## src/rtl/core/utfc_pkg.sv

```systemverilog
`default_nettype none
// ----------------------------------------------------------------------------
// utfc_pkg
// Types and constants shared by the trigger and frame controller core.
// ----------------------------------------------------------------------------
package utfc_pkg;

   localparam int CSR_ADDR_W = 4;
   localparam int CSR_DATA_W = 32;

   localparam logic [1:0] REG_ENABLE       = 2'd0;
   localparam logic [1:0] REG_PULSE_MS     = 2'd1;
   localparam logic [1:0] REG_MIN_INTERVAL = 2'd2;
   localparam logic [1:0] REG_TIMEOUT_MS   = 2'd3;

   localparam logic [1:0] KIND_TICK  = 2'd0;
   localparam logic [1:0] KIND_START = 2'd1;
   localparam logic [1:0] KIND_BYTE  = 2'd2;
   localparam logic [1:0] KIND_ERROR = 2'd3;

   localparam logic [1:0] START_NONE      = 2'd0;
   localparam logic [1:0] START_ACCEPTED  = 2'd1;
   localparam logic [1:0] START_BUSY      = 2'd2;
   localparam logic [1:0] START_NOT_READY = 2'd3;

   localparam logic [7:0]  FRAME_HEAD = 8'hFF;
   localparam logic [31:0] SAT32      = 32'hFFFF_FFFF;

   localparam logic [15:0] PULSE_MS_RESET     = 16'd1;
   localparam logic [15:0] MIN_INTERVAL_RESET = 16'd100;
   localparam logic [15:0] TIMEOUT_MS_RESET   = 16'd100;

   typedef enum logic [2:0] {
      MODE_IDLE     = 3'd0,
      MODE_WAITING  = 3'd1,
      MODE_COMPLETE = 3'd2,
      MODE_TIMEOUT  = 3'd3,
      MODE_ERROR    = 3'd4
   } mode_type;

   typedef struct packed {
      logic [1:0] kind;
      logic [7:0] data_byte;
   } req_type;

   typedef struct packed {
      logic [1:0]  start_status;
      logic [2:0]  state_code;
      logic        trigger_level;
      logic [15:0] distance_value;
      logic        distance_valid;
      logic [31:0] age_value;
   } rsp_type;

   typedef struct packed {
      mode_type    mode;
      logic        trigger_out;
      logic        release_pending;
      logic        ever_triggered;
      logic [31:0] since_trigger;
      logic [1:0]  byte_index;
      logic [15:0] last_distance;
      logic        have_valid;
      logic [31:0] valid_age;
   } core_state_type;

   typedef logic [2:0][7:0] frame_type;

   typedef struct packed {
      logic        enable;
      logic [15:0] pulse_ms;
      logic [15:0] min_interval_ms;
      logic [15:0] timeout_ms;
   } cfg_type;

   localparam core_state_type STATE_RESET = '{
      mode:            MODE_IDLE,
      trigger_out:     1'b1,
      release_pending: 1'b0,
      ever_triggered:  1'b0,
      since_trigger:   32'd0,
      byte_index:      2'd0,
      last_distance:   16'd0,
      have_valid:      1'b0,
      valid_age:       32'd0
   };

endpackage
`default_nettype wire

```

## src/rtl/core/utfc_step.sv

```systemverilog
`default_nettype none
// ----------------------------------------------------------------------------
// utfc_step
// Next state and result for one item: tick, start request, byte or error.
// ----------------------------------------------------------------------------
module utfc_step (
   input  wire  utfc_pkg::cfg_type        cfg,
   input  wire  utfc_pkg::core_state_type cur_state,
   input  wire  utfc_pkg::frame_type      cur_frame,
   input  wire  utfc_pkg::req_type        req,
   output utfc_pkg::core_state_type       nxt_state,
   output utfc_pkg::frame_type            nxt_frame,
   output utfc_pkg::rsp_type              rsp
);

   logic       waiting;
   logic [9:0] sum_wide;
   logic [1:0] status;

   assign waiting  = cfg.enable && (cur_state.mode == utfc_pkg::MODE_WAITING);
   assign sum_wide = {2'b00, cur_frame[0]} + {2'b00, cur_frame[1]} + {2'b00, cur_frame[2]};

   always_comb begin
      nxt_state = cur_state;
      nxt_frame = cur_frame;
      status    = utfc_pkg::START_NONE;

      case (req.kind)
         utfc_pkg::KIND_TICK: begin
            if (cur_state.since_trigger != utfc_pkg::SAT32) begin
               nxt_state.since_trigger = cur_state.since_trigger + 32'd1;
            end
            if (cur_state.have_valid && cur_state.valid_age != utfc_pkg::SAT32) begin
               nxt_state.valid_age = cur_state.valid_age + 32'd1;
            end
         end
         utfc_pkg::KIND_START: begin
            if (!cfg.enable) begin
               status = utfc_pkg::START_NOT_READY;
            end else if (cur_state.mode == utfc_pkg::MODE_WAITING) begin
               status = utfc_pkg::START_BUSY;
            end else if (cur_state.ever_triggered &&
                         cur_state.since_trigger < {16'd0, cfg.min_interval_ms}) begin
               status = utfc_pkg::START_BUSY;
            end else begin
               status                    = utfc_pkg::START_ACCEPTED;
               nxt_state.byte_index      = 2'd0;
               nxt_state.ever_triggered  = 1'b1;
               nxt_state.release_pending = 1'b1;
               nxt_state.trigger_out     = 1'b0;
               nxt_state.since_trigger   = 32'd0;
               nxt_state.mode            = utfc_pkg::MODE_WAITING;
            end
         end
         utfc_pkg::KIND_BYTE: begin
            if (waiting) begin
               if (cur_state.byte_index != 2'd3) begin
                  nxt_frame[cur_state.byte_index] = req.data_byte;
                  nxt_state.byte_index = cur_state.byte_index + 2'd1;
               end else begin
                  nxt_state.trigger_out     = 1'b1;
                  nxt_state.release_pending = 1'b0;
                  nxt_state.byte_index      = 2'd0;
                  if (cur_frame[0] == utfc_pkg::FRAME_HEAD && req.data_byte == sum_wide[7:0]) begin
                     nxt_state.last_distance = {cur_frame[1], cur_frame[2]};
                     nxt_state.have_valid    = 1'b1;
                     nxt_state.valid_age     = 32'd0;
                     nxt_state.mode          = utfc_pkg::MODE_COMPLETE;
                  end else begin
                     nxt_state.mode = utfc_pkg::MODE_ERROR;
                  end
               end
            end
         end
         default: begin
            if (waiting) begin
               nxt_state.trigger_out     = 1'b1;
               nxt_state.release_pending = 1'b0;
               nxt_state.byte_index      = 2'd0;
               nxt_state.mode            = utfc_pkg::MODE_ERROR;
            end
         end
      endcase

      // pulse release and timeout checks after the item
      if (cfg.enable && nxt_state.mode == utfc_pkg::MODE_WAITING) begin
         if (nxt_state.release_pending &&
             nxt_state.since_trigger >= {16'd0, cfg.pulse_ms}) begin
            nxt_state.trigger_out     = 1'b1;
            nxt_state.release_pending = 1'b0;
         end
         if (nxt_state.since_trigger >= {16'd0, cfg.timeout_ms}) begin
            nxt_state.trigger_out     = 1'b1;
            nxt_state.release_pending = 1'b0;
            nxt_state.byte_index      = 2'd0;
            nxt_state.mode            = utfc_pkg::MODE_TIMEOUT;
         end
      end

      rsp.start_status   = status;
      rsp.state_code     = nxt_state.mode;
      rsp.trigger_level  = nxt_state.trigger_out;
      rsp.distance_value = nxt_state.last_distance;
      rsp.distance_valid = nxt_state.have_valid;
      rsp.age_value      = nxt_state.have_valid ? nxt_state.valid_age : 32'd0;
   end

endmodule
`default_nettype wire

```

## src/rtl/core/utfc_outbuf.sv

```systemverilog
`default_nettype none
// ----------------------------------------------------------------------------
// utfc_outbuf
// Result register with a one-entry skid stage behind it.
// ----------------------------------------------------------------------------
module utfc_outbuf (
   input  wire                     clock,
   input  wire                     reset,
   input  wire                     in_valid,
   input  wire  utfc_pkg::rsp_type in_data,
   output logic                    in_stall,
   output logic                    out_valid,
   input  wire                     out_stall,
   output utfc_pkg::rsp_type       out_data
);

   logic              out_valid_ff, out_valid_in;
   logic              skid_valid_ff, skid_valid_in;
   utfc_pkg::rsp_type out_data_ff, out_data_in;
   utfc_pkg::rsp_type skid_data_ff, skid_data_in;
   logic              out_free;

   assign out_free  = !out_valid_ff || !out_stall;
   assign in_stall  = skid_valid_ff;
   assign out_valid = out_valid_ff;
   assign out_data  = out_data_ff;

   always_comb begin
      out_valid_in  = out_valid_ff;
      out_data_in   = out_data_ff;
      skid_valid_in = skid_valid_ff;
      skid_data_in  = skid_data_ff;
      if (out_free) begin
         if (skid_valid_ff) begin
            out_valid_in  = 1'b1;
            out_data_in   = skid_data_ff;
            skid_valid_in = 1'b0;
         end else if (in_valid) begin
            out_valid_in = 1'b1;
            out_data_in  = in_data;
         end else begin
            out_valid_in = 1'b0;
         end
      end else if (in_valid) begin
         skid_valid_in = 1'b1;
         skid_data_in  = in_data;
      end
   end

   always_ff @(posedge clock) begin
      if (reset) begin
         out_valid_ff  <= 1'b0;
         skid_valid_ff <= 1'b0;
      end else begin
         out_valid_ff  <= out_valid_in;
         skid_valid_ff <= skid_valid_in;
      end
   end

   always_ff @(posedge clock) begin
      out_data_ff  <= out_data_in;
      skid_data_ff <= skid_data_in;
   end

endmodule
`default_nettype wire

```

## src/rtl/core/ultrasonic_trigger_frame_controller_core.sv

```systemverilog
`default_nettype none
// The result of an accepted item is registered before it appears on rsp_data.
// Throughput: one item per cycle; the result register has a one-entry skid
// stage, so req_stall rises only when both hold an unclaimed result.
// Reset (synchronous): state, config and valid flags reset; channels empty.
// ----------------------------------------------------------------------------
// ultrasonic_trigger_frame_controller_core
// Trigger pulse, frame check and timing for a pulse-triggered range sensor.
// ----------------------------------------------------------------------------
module ultrasonic_trigger_frame_controller_core (
   input  wire                                      clock,
   input  wire                                      reset,
   input  wire                                      req_valid,
   output logic                                     req_stall,
   input  wire  utfc_pkg::req_type                  req_data,
   output logic                                     rsp_valid,
   input  wire                                      rsp_stall,
   output utfc_pkg::rsp_type                        rsp_data,
   input  wire                                      csr_psel,
   input  wire                                      csr_penable,
   input  wire                                      csr_pwrite,
   input  wire  [utfc_pkg::CSR_ADDR_W-1:0]          csr_paddr,
   input  wire  [utfc_pkg::CSR_DATA_W-1:0]          csr_pwdata,
   output logic [utfc_pkg::CSR_DATA_W-1:0]          csr_prdata,
   output logic                                     csr_pready
);

   utfc_pkg::cfg_type        cfg_ff, cfg_in;
   utfc_pkg::core_state_type state_ff, state_in, step_state;
   utfc_pkg::frame_type      frame_ff, frame_in, step_frame;
   utfc_pkg::rsp_type        step_rsp;
   logic                     req_accept;
   logic                     csr_write;
   logic [1:0]               csr_index;

   assign req_accept = req_valid && !req_stall;
   assign csr_pready = 1'b1;
   assign csr_write  = csr_psel && csr_penable && csr_pwrite && csr_pready;
   assign csr_index  = csr_paddr[3:2];

   always_comb begin
      unique case (csr_index)
         utfc_pkg::REG_ENABLE:       csr_prdata = {31'd0, cfg_ff.enable};
         utfc_pkg::REG_PULSE_MS:     csr_prdata = {16'd0, cfg_ff.pulse_ms};
         utfc_pkg::REG_MIN_INTERVAL: csr_prdata = {16'd0, cfg_ff.min_interval_ms};
         utfc_pkg::REG_TIMEOUT_MS:   csr_prdata = {16'd0, cfg_ff.timeout_ms};
         default:                    csr_prdata = '0;
      endcase
   end

   utfc_step u_step (
      .cfg       (cfg_ff),
      .cur_state (state_ff),
      .cur_frame (frame_ff),
      .req       (req_data),
      .nxt_state (step_state),
      .nxt_frame (step_frame),
      .rsp       (step_rsp)
   );

   always_comb begin
      cfg_in   = cfg_ff;
      state_in = state_ff;
      frame_in = frame_ff;
      if (csr_write) begin
         unique case (csr_index)
            utfc_pkg::REG_ENABLE: begin
               cfg_in.enable = csr_pwdata[0];
               if (csr_pwdata[0] && !cfg_ff.enable) begin
                  state_in = utfc_pkg::STATE_RESET;
               end else if (!csr_pwdata[0] && cfg_ff.enable) begin
                  state_in.trigger_out     = 1'b1;
                  state_in.release_pending = 1'b0;
                  state_in.byte_index      = 2'd0;
                  state_in.mode            = utfc_pkg::MODE_IDLE;
                  state_in.have_valid      = 1'b0;
                  state_in.valid_age       = 32'd0;
               end
            end
            utfc_pkg::REG_PULSE_MS:     cfg_in.pulse_ms        = csr_pwdata[15:0];
            utfc_pkg::REG_MIN_INTERVAL: cfg_in.min_interval_ms = csr_pwdata[15:0];
            utfc_pkg::REG_TIMEOUT_MS:   cfg_in.timeout_ms      = csr_pwdata[15:0];
            default: ;
         endcase
      end else if (req_accept) begin
         state_in = step_state;
         frame_in = step_frame;
      end
   end

   always_ff @(posedge clock) begin
      if (reset) begin
         cfg_ff.enable          <= 1'b0;
         cfg_ff.pulse_ms        <= utfc_pkg::PULSE_MS_RESET;
         cfg_ff.min_interval_ms <= utfc_pkg::MIN_INTERVAL_RESET;
         cfg_ff.timeout_ms      <= utfc_pkg::TIMEOUT_MS_RESET;
         state_ff               <= utfc_pkg::STATE_RESET;
      end else begin
         cfg_ff   <= cfg_in;
         state_ff <= state_in;
      end
   end

   // frame bytes are always written before they are read
   always_ff @(posedge clock) begin
      frame_ff <= frame_in;
   end

   utfc_outbuf u_outbuf (
      .clock     (clock),
      .reset     (reset),
      .in_valid  (req_accept),
      .in_data   (step_rsp),
      .in_stall  (req_stall),
      .out_valid (rsp_valid),
      .out_stall (rsp_stall),
      .out_data  (rsp_data)
   );

endmodule
`default_nettype wire

```

## config.mk

```make
export PLATFORM = sky130hd
export DESIGN_NAME = ultrasonic_trigger_frame_controller_core
export DESIGN_NICKNAME = d
export VERILOG_FILES = /design/src/rtl/core/utfc_pkg.sv /design/src/rtl/core/utfc_step.sv /design/src/rtl/core/utfc_outbuf.sv /design/src/rtl/core/ultrasonic_trigger_frame_controller_core.sv
export SDC_FILE = /design/constraint.sdc
export NUM_CORES = 1
export LEC_CHECK = 0
export ABC_AREA = 1
export BUFFER_PORTS_ARGS = -buffer_cell sky130_fd_sc_hd__buf_2
export CAP_MARGIN = 15
export CORE_ASPECT_RATIO = 1.25
export CORE_MARGIN = 5
export CORE_UTILIZATION = 50
export CTS_CLUSTER_DIAMETER = 100
export DETAILED_ROUTE_END_ITERATION = 16
export PLACE_DENSITY_LB_ADDON = 0.12
export RECOVER_POWER = 25
export SETUP_SLACK_MARGIN = 0.1
export SYNTH_ARGS = -nofsm -noshare
export SYNTH_HDL_FRONTEND = slang
export SYNTH_HIERARCHICAL = 1
export SYNTH_SLANG_ARGS = --single-unit
```

## constraint.sdc

```tcl
create_clock -name clock -period 9.97 [get_ports clock]
set_clock_uncertainty 0.05 [all_clocks]
set_input_delay 1.994 -clock clock [delete_from_list [all_inputs] [get_ports clock]]
set_output_delay 1.994 -clock clock [all_outputs]
set_load 0.01 [all_outputs]
```

[After elaboration in Yosys (flattened, before gate mapping)]
Index checks and enable logic that the tools add are counted.
Operators by class
  add/sub/neg operators: 5
  $lt $le $gt $ge: 5
  eq/ne operators: 17
  multiplexer cells: 49
  bitwise logic cells: 2
  reduce and logical (&&, ||, !) cells: 35
Operators with widths (count)
  $mux 89: 3
  $pmux 32 s2: 2
  $pmux 32 s4: 1
  $mux 40: 3
  $mux 55: 2
  $mux 33: 3
  $mux 49: 2
  $mux 32: 3
  $add 32x1->32 const B: 2
  $ge 32x16->1: 2
  $ne 32x32->1 const B: 2
  $mux 51: 1
  $mux 5: 7
  $lt 32x16->1: 1
  $bwmux 24: 1
  $mux 2: 11
  $mux 17: 1
  $add 8x8->8: 2
  $demux 8 s2: 1
  $mux 16: 1
  $pmux 5 s3: 1
  $logic_and 1x1->1: 12
  $reduce_and 2->1: 6
  $eq 8x8->1: 1
  other kinds (23): 42
Word-level totals
  register bits: 274
  input port bits: 53
  output and inout port bits: 90
  word-level logic and storage cells: 143

[Longest topological paths before layout]
  depth after elaboration: 14
  depth in mapped cells: 39
  gate-level depth less buffers: 39

[Hierarchy]
Netlist, hierarchy kept.
By module, submodules not included
  ultrasonic_trigger_frame_controller_core: times used 1, cells each 967, area an instance 6954.2 um^2, seq. area each 3483.3 um^2
  utfc_step: times used 1, cells each 1171, area an instance 5895.7 um^2, seq. area each 0.0 um^2
  utfc_outbuf: times used 1, cells each 297, area an instance 4172.8 um^2, seq. area each 3343.2 um^2

[Worst setup path before layout]
Ideal clock, no wire load.
  path type: input-to-reg
  start: in req_valid
  end: reg u_outbuf.out_data_ff, in the netlist u_outbuf/out_data[0] (enable)
  arrival time: 4.952 ns
  required time: 9.434 ns
  slack: 4.482 ns
  cell stages on the path: 4
  path buffers: 0
  cell sequence: inv_1 -> nor2_1 -> nor2_1 -> a21oi_1
Between the ends
  cells in the longest elaborated chain, start to end: 3
Ends and longest elaborated chain
  start: declaration: RTL line ultrasonic_trigger_frame_controller_core.sv:13  | input wire req_valid,
  $logic_and 1x1->1: RTL line ultrasonic_trigger_frame_controller_core.sv:36  | assign req_accept = req_valid && !req_stall;
  via req_accept: RTL line ultrasonic_trigger_frame_controller_core.sv:32  | logic req_accept;
  $reduce_bool 2->1 (no line)
  $reduce_and 2->1 (no line)
  end signal: assignment: RTL line utfc_outbuf.sv:61  | out_data_ff <= out_data_in;
  end: declaration: RTL line utfc_outbuf.sv:19  | utfc_pkg::rsp_type out_data_ff, out_data_in;
The timed path passes the listed nets, and every way through them passes these cells.
A chain may end at the register's enable or synchronous reset.

==> impl_metrics.prom <==
# TYPE chip_impl_metric gauge
chip_impl_metric{name="vias_in_the_first_global_route",unit=""} 14400
chip_impl_metric{name="power.ir.vdd_worst",unit="mV"} 0.118
chip_impl_metric{name="synth_compound_area_frac",unit=""} 0.104
chip_impl_metric{name="detailed_place_hpwl",unit="mm"} 31.3
chip_impl_metric{name="total_routing_usage_reported_by_global_routing",unit=""} 0.233
chip_impl_info{name="critPathLaunch",value="req_data[8]"} 1
chip_impl_metric{name="area_used_by_multi_input_combinational_logic",unit="mm^2"} 0.00831
chip_impl_metric{name="drive_gt1_frac",unit=""} 0.0681
chip_impl_info{name="cell_chosen_for_the_clock_root",value="sky130_fd_sc_hd__clkbuf_16"} 1
chip_impl_metric{name="overflow",unit=""} 0
chip_impl_metric{name="asyncSetResetFlopFracSynth",unit=""} 0
chip_impl_info{name="min-delay-path-class",value="register to register"} 1
chip_impl_metric{name="initial_utilization",unit=""} 0.507
chip_impl_metric{name="cts_max_level",unit=""} 1
chip_impl_info{name="criticalPathCategory",value="input port to register"} 1
chip_impl_metric{name="finalCritPeriodShare",unit=""} 0.642
chip_impl_info{name="rsz0062_at_grt",value="false"} 1
chip_impl_metric{name="synthesis.area_per_instance",unit="um^2"} 6.99
chip_impl_metric{name="syn2layout_area_growth",unit="%"} 7.34
chip_impl_metric{name="slew_violations",unit=""} 56
chip_impl_metric{name="placement_rows",unit=""} 75
chip_impl_metric{name="post_synth_inst_count",unit=""} 2435
chip_impl_metric{name="io_buffer_count",unit=""} 107
chip_impl_metric{name="cap_violations",unit=""} 1
chip_impl_metric{name="critPathArrivalTime",unit="ns"} 6.76
chip_impl_metric{name="slew_headroom",unit=""} -1.17
chip_impl_info{name="synth_most_common_cell",value="sky130_fd_sc_hd__nand2_1"} 1
chip_impl_metric{name="maximum_number_of_pins_on_one_net_before_global_route_repair",unit=""} 93
chip_impl_metric{name="route.vias.total",unit=""} 15300
chip_impl_metric{name="dieWidth",unit="um"} 175
chip_impl_info{name="dominant_combinational_cell_family_by_area_after_synthesis",value="simple AND/OR/NAND/NOR gates"} 1
chip_impl_metric{name="gr-usage-met2",unit=""} 0.411
chip_impl_metric{name="setup_slack",unit="ns"} 3.57
chip_impl_info{name="failed_checks",value="max-capacitance violations, max-slew violations"} 1
chip_impl_metric{name="ctsLongestPathBuffers",unit=""} 3
chip_impl_metric{name="routed_wl",unit="mm"} 44.8
chip_impl_metric{name="ys_seq_area_frac",unit=""} 0.401
chip_impl_metric{name="fraction_of_the_mapped_netlist_area_in_simple_logic_gates",unit=""} 0.319
chip_impl_info{name="synth_flop_cell",value="sky130_fd_sc_hd__dfxtp_1"} 1
chip_impl_metric{name="ys_seq_elements",unit=""} 274
chip_impl_metric{name="die_h",unit="um"} 216
chip_impl_metric{name="cp_max_fo",unit=""} 19
chip_impl_metric{name="antenna_cells",unit=""} 0
chip_impl_metric{name="max_freq",unit="MHz"} 156
chip_impl_info{name="netlist_top_cells_count",value="724 x sky130_fd_sc_hd__nand2_1, 309 x sky130_fd_sc_hd__nor2_1, 288 x sky130_fd_sc_hd__inv_1"} 1
chip_impl_metric{name="worstMarginPinSlew",unit="ns"} 3.26
chip_impl_metric{name="antenna_found_initial",unit=""} 1
chip_impl_info{name="rr_startpoint",value="state_ff[52]"} 1
chip_impl_metric{name="cts_resized",unit=""} 0
chip_impl_metric{name="die_area",unit="mm^2"} 0.0379
chip_impl_metric{name="place_ws",unit="ns"} 3.62
chip_impl_metric{name="drtIter0Drc",unit=""} 1115
chip_impl_info{name="synth_top_cells_by_area",value="sky130_fd_sc_hd__edfxtp_1 24%, sky130_fd_sc_hd__dfxtp_1 16%, sky130_fd_sc_hd__nand2_1 16%, sky130_fd_sc_hd__nor2_1 6.8%, sky130_fd_sc_hd__inv_1 6.4%"} 1
chip_impl_metric{name="finalHoldWorstSlack",unit="ns"} 0.432
chip_impl_metric{name="num-fill-cells",unit=""} 3443
chip_impl_metric{name="grt_pass1_wl",unit="mm"} 73.4
chip_impl_metric{name="layout.cells.non_filler",unit=""} 2906
chip_impl_metric{name="cellPowerDensity",unit="mW/mm^2"} 155
chip_impl_metric{name="routedWlPerCell",unit="um"} 15.4
chip_impl_metric{name="finalNetCount",unit=""} 2581
chip_impl_metric{name="vias_per_cell",unit=""} 5.27
chip_impl_metric{name="clkLatencyLatePin",unit="ns"} 0.57
chip_impl_metric{name="gr-usage-met1",unit=""} 0.291
chip_impl_metric{name="power.leakage",unit="nW"} 8.11
chip_impl_metric{name="timing_hold_violations_final",unit=""} 0
chip_impl_metric{name="cts_num_sinks",unit=""} 274
chip_impl_metric{name="first_pass_iters",unit=""} 5
chip_impl_info{name="outcome",value="complete, but fails checks"} 1
chip_impl_metric{name="clk_pin_slew_worst_paths",unit="ns"} 0.06
chip_impl_metric{name="min_period",unit="ns"} 6.40
chip_impl_metric{name="cts.hold.buffers_added",unit=""} 0
chip_impl_metric{name="synth-edff-count",unit=""} 134
chip_impl_info{name="cts_tree",value="built"} 1
chip_impl_metric{name="regArea",unit="mm^2"} 0.00683
chip_impl_metric{name="core_area",unit="mm^2"} 0.0336
chip_impl_metric{name="post_dp_cell_area",unit="mm^2"} 0.0175
chip_impl_metric{name="setup_viol_count_final",unit=""} 0
chip_impl_metric{name="design_area",unit="mm^2"} 0.0183
chip_impl_info{name="synth_largest_area_cell",value="sky130_fd_sc_hd__edfxtp_1"} 1
chip_impl_metric{name="io_pins",unit=""} 143
chip_impl_metric{name="finalWeightedCongestion",unit=""} 0.963
chip_impl_metric{name="numCtsBuffers",unit=""} 29
chip_impl_metric{name="synthAdderAreaFrac",unit=""} 0.0528
chip_impl_metric{name="remaining_drc_errors",unit=""} 0
chip_impl_metric{name="met3_usage",unit=""} 0.0296
chip_impl_metric{name="netlist.area_leader.share",unit=""} 0.236
chip_impl_metric{name="share_of_the_core_filled_with_cells",unit=""} 0.544
chip_impl_metric{name="post_synthesis_xor_xnor_area_fraction",unit=""} 0.00669
chip_impl_info{name="reg2reg_to",value="state_ff[85]"} 1
chip_impl_metric{name="numPlacedInstances",unit=""} 2853
chip_impl_metric{name="mapped_area",unit="mm^2"} 0.0170
chip_impl_metric{name="timing.reg2reg.setup_slack",unit="ns"} 4.94
chip_impl_info{name="timing.critical_path.from_type",value="input port"} 1
chip_impl_metric{name="design_power_total",unit="mW"} 2.84
chip_impl_metric{name="required",unit="ns"} 10.33
chip_impl_metric{name="route.antenna.remaining_nets",unit=""} 0
chip_impl_info{name="end_kind",value="register"} 1
chip_impl_metric{name="worst-r2r-cell-count",unit=""} 27
chip_impl_metric{name="post-cts-setup-buffers",unit=""} 0
chip_impl_metric{name="multiplexer_fraction_of_the_synthesized_cell_area",unit=""} 0.000588
chip_impl_metric{name="synth-warning-count",unit=""} 6
chip_impl_info{name="grt_busiest_layer",value="met2"} 1
chip_impl_metric{name="finalSetupTns",unit="ns"} 0
chip_impl_metric{name="synth.distinct_cells",unit=""} 47
chip_impl_info{name="critPathCapture",value="state_ff[85]"} 1
-- where the power goes --
group	internal [mW]	switching [mW]
Combinational	0.160	0.306
Sequential	1.25	0.0616
Clock	0.596	0.457
Total	2.01	0.825
-- state kept, by name, summed over array words and instances (netlist names) --
signal	cells
cfg_ff	49
frame_ff	24
state_ff	89
u_outbuf/in_stall	1
u_outbuf/out_data	55
u_outbuf/out_valid	1
u_outbuf/skid_data_ff	55
-- worst max-delay path: stages --
cell                       delay, ns
sky130_fd_sc_hd__clkbuf_1       0.32
sky130_fd_sc_hd__inv_1          0.26
sky130_fd_sc_hd__nor2_1         1.08
sky130_fd_sc_hd__nand2_1        0.19
sky130_fd_sc_hd__inv_1          0.16
sky130_fd_sc_hd__nor2_2         0.09
sky130_fd_sc_hd__inv_1          0.24
sky130_fd_sc_hd__nand2_1        0.08
sky130_fd_sc_hd__nand2_1        0.13
sky130_fd_sc_hd__ha_1           0.26
sky130_fd_sc_hd__a21oi_1        0.13
sky130_fd_sc_hd__nor2_1         0.05
sky130_fd_sc_hd__a211oi_1       0.25
sky130_fd_sc_hd__nand4_1        0.22
sky130_fd_sc_hd__nor3_1         0.18
sky130_fd_sc_hd__nand3_1        0.08
sky130_fd_sc_hd__nor2_1         0.24
sky130_fd_sc_hd__nand2_2        0.15
sky130_fd_sc_hd__nand2_1        0.11
sky130_fd_sc_hd__nand2_1        0.09
sky130_fd_sc_hd__or2_2          0.29
sky130_fd_sc_hd__nand3_1        0.07
sky130_fd_sc_hd__nand3_1        0.08
-- cell families (layout without fill, tap and decap cells) --
logic type / count (synthesis) / count (layout)
flops: 274 / 274
simple gates: 1307 / 1307
fa+ha+maj: 67 / 67
other cells: 2 / 17
compound gates: 328 / 328
xor+xnor: 13 / 13
buf+inv: 443 / 476
mux: 1 / 1
-- final cells by class --
cell class	count	area share
multi-input cells	1733	0.455
flip-flops and latches	274	0.374
inverters	304	0.0625
clock buffers	41	0.0446
repair buffers	119	0.0298
well taps	423	0.0290
clock inverters	12	0.00555
-- placed cells by master, fill, tap and decap left out, types with 5 or more instances in the layout --
master and n:
sky130_fd_sc_hd__o211ai_1 22, sky130_fd_sc_hd__clkbuf_1 67, sky130_fd_sc_hd__nand2_1 723, sky130_fd_sc_hd__conb_1 17, sky130_fd_sc_hd__buf_2 48, sky130_fd_sc_hd__nand4_1 25, sky130_fd_sc_hd__nor2_4 7, sky130_fd_sc_hd__nor2_1 311
sky130_fd_sc_hd__clkinv_2 5, sky130_fd_sc_hd__nand3_1 170, sky130_fd_sc_hd__nand2_2 11, sky130_fd_sc_hd__dfxtp_1 139, sky130_fd_sc_hd__fa_1 8, sky130_fd_sc_hd__buf_4 10, sky130_fd_sc_hd__xor2_1 8, sky130_fd_sc_hd__inv_2 16
sky130_fd_sc_hd__xnor2_1 5, sky130_fd_sc_hd__nor2_2 13, sky130_fd_sc_hd__a21oi_1 113, sky130_fd_sc_hd__nor3_1 17, sky130_fd_sc_hd__clkbuf_16 29, sky130_fd_sc_hd__edfxtp_1 134, sky130_fd_sc_hd__o21ai_0 160, sky130_fd_sc_hd__o21ai_1 10
sky130_fd_sc_hd__inv_1 287, sky130_fd_sc_hd__ha_1 59
-- metal layers --
layer / up-vias / share of wire
li1: 7805 / -
met1: 6973 / 0.42
met2: 443 / 0.49
met3: 104 / 0.054
met4: 2 / 0.041
met5: - / 0.00045
-- worst min path at each step --
stage | start | end | slack, ns | depth (start not counted)
finish | state_ff[35] | state_ff[35] | 0.43 | 2
global route | state_ff[33] | state_ff[33] | 0.46 | 2
CTS | state_ff[33] | state_ff[33] | 0.44 | 2
detailed placement | state_ff[33] | state_ff[33] | 0.42 | 2
global placement | state_ff[37] | state_ff[37] | 0.41 | 2
floorplan | state_ff[77] | state_ff[77] | 0.40 | 2
No activity file was read; power rests on OpenSTA's default activity.
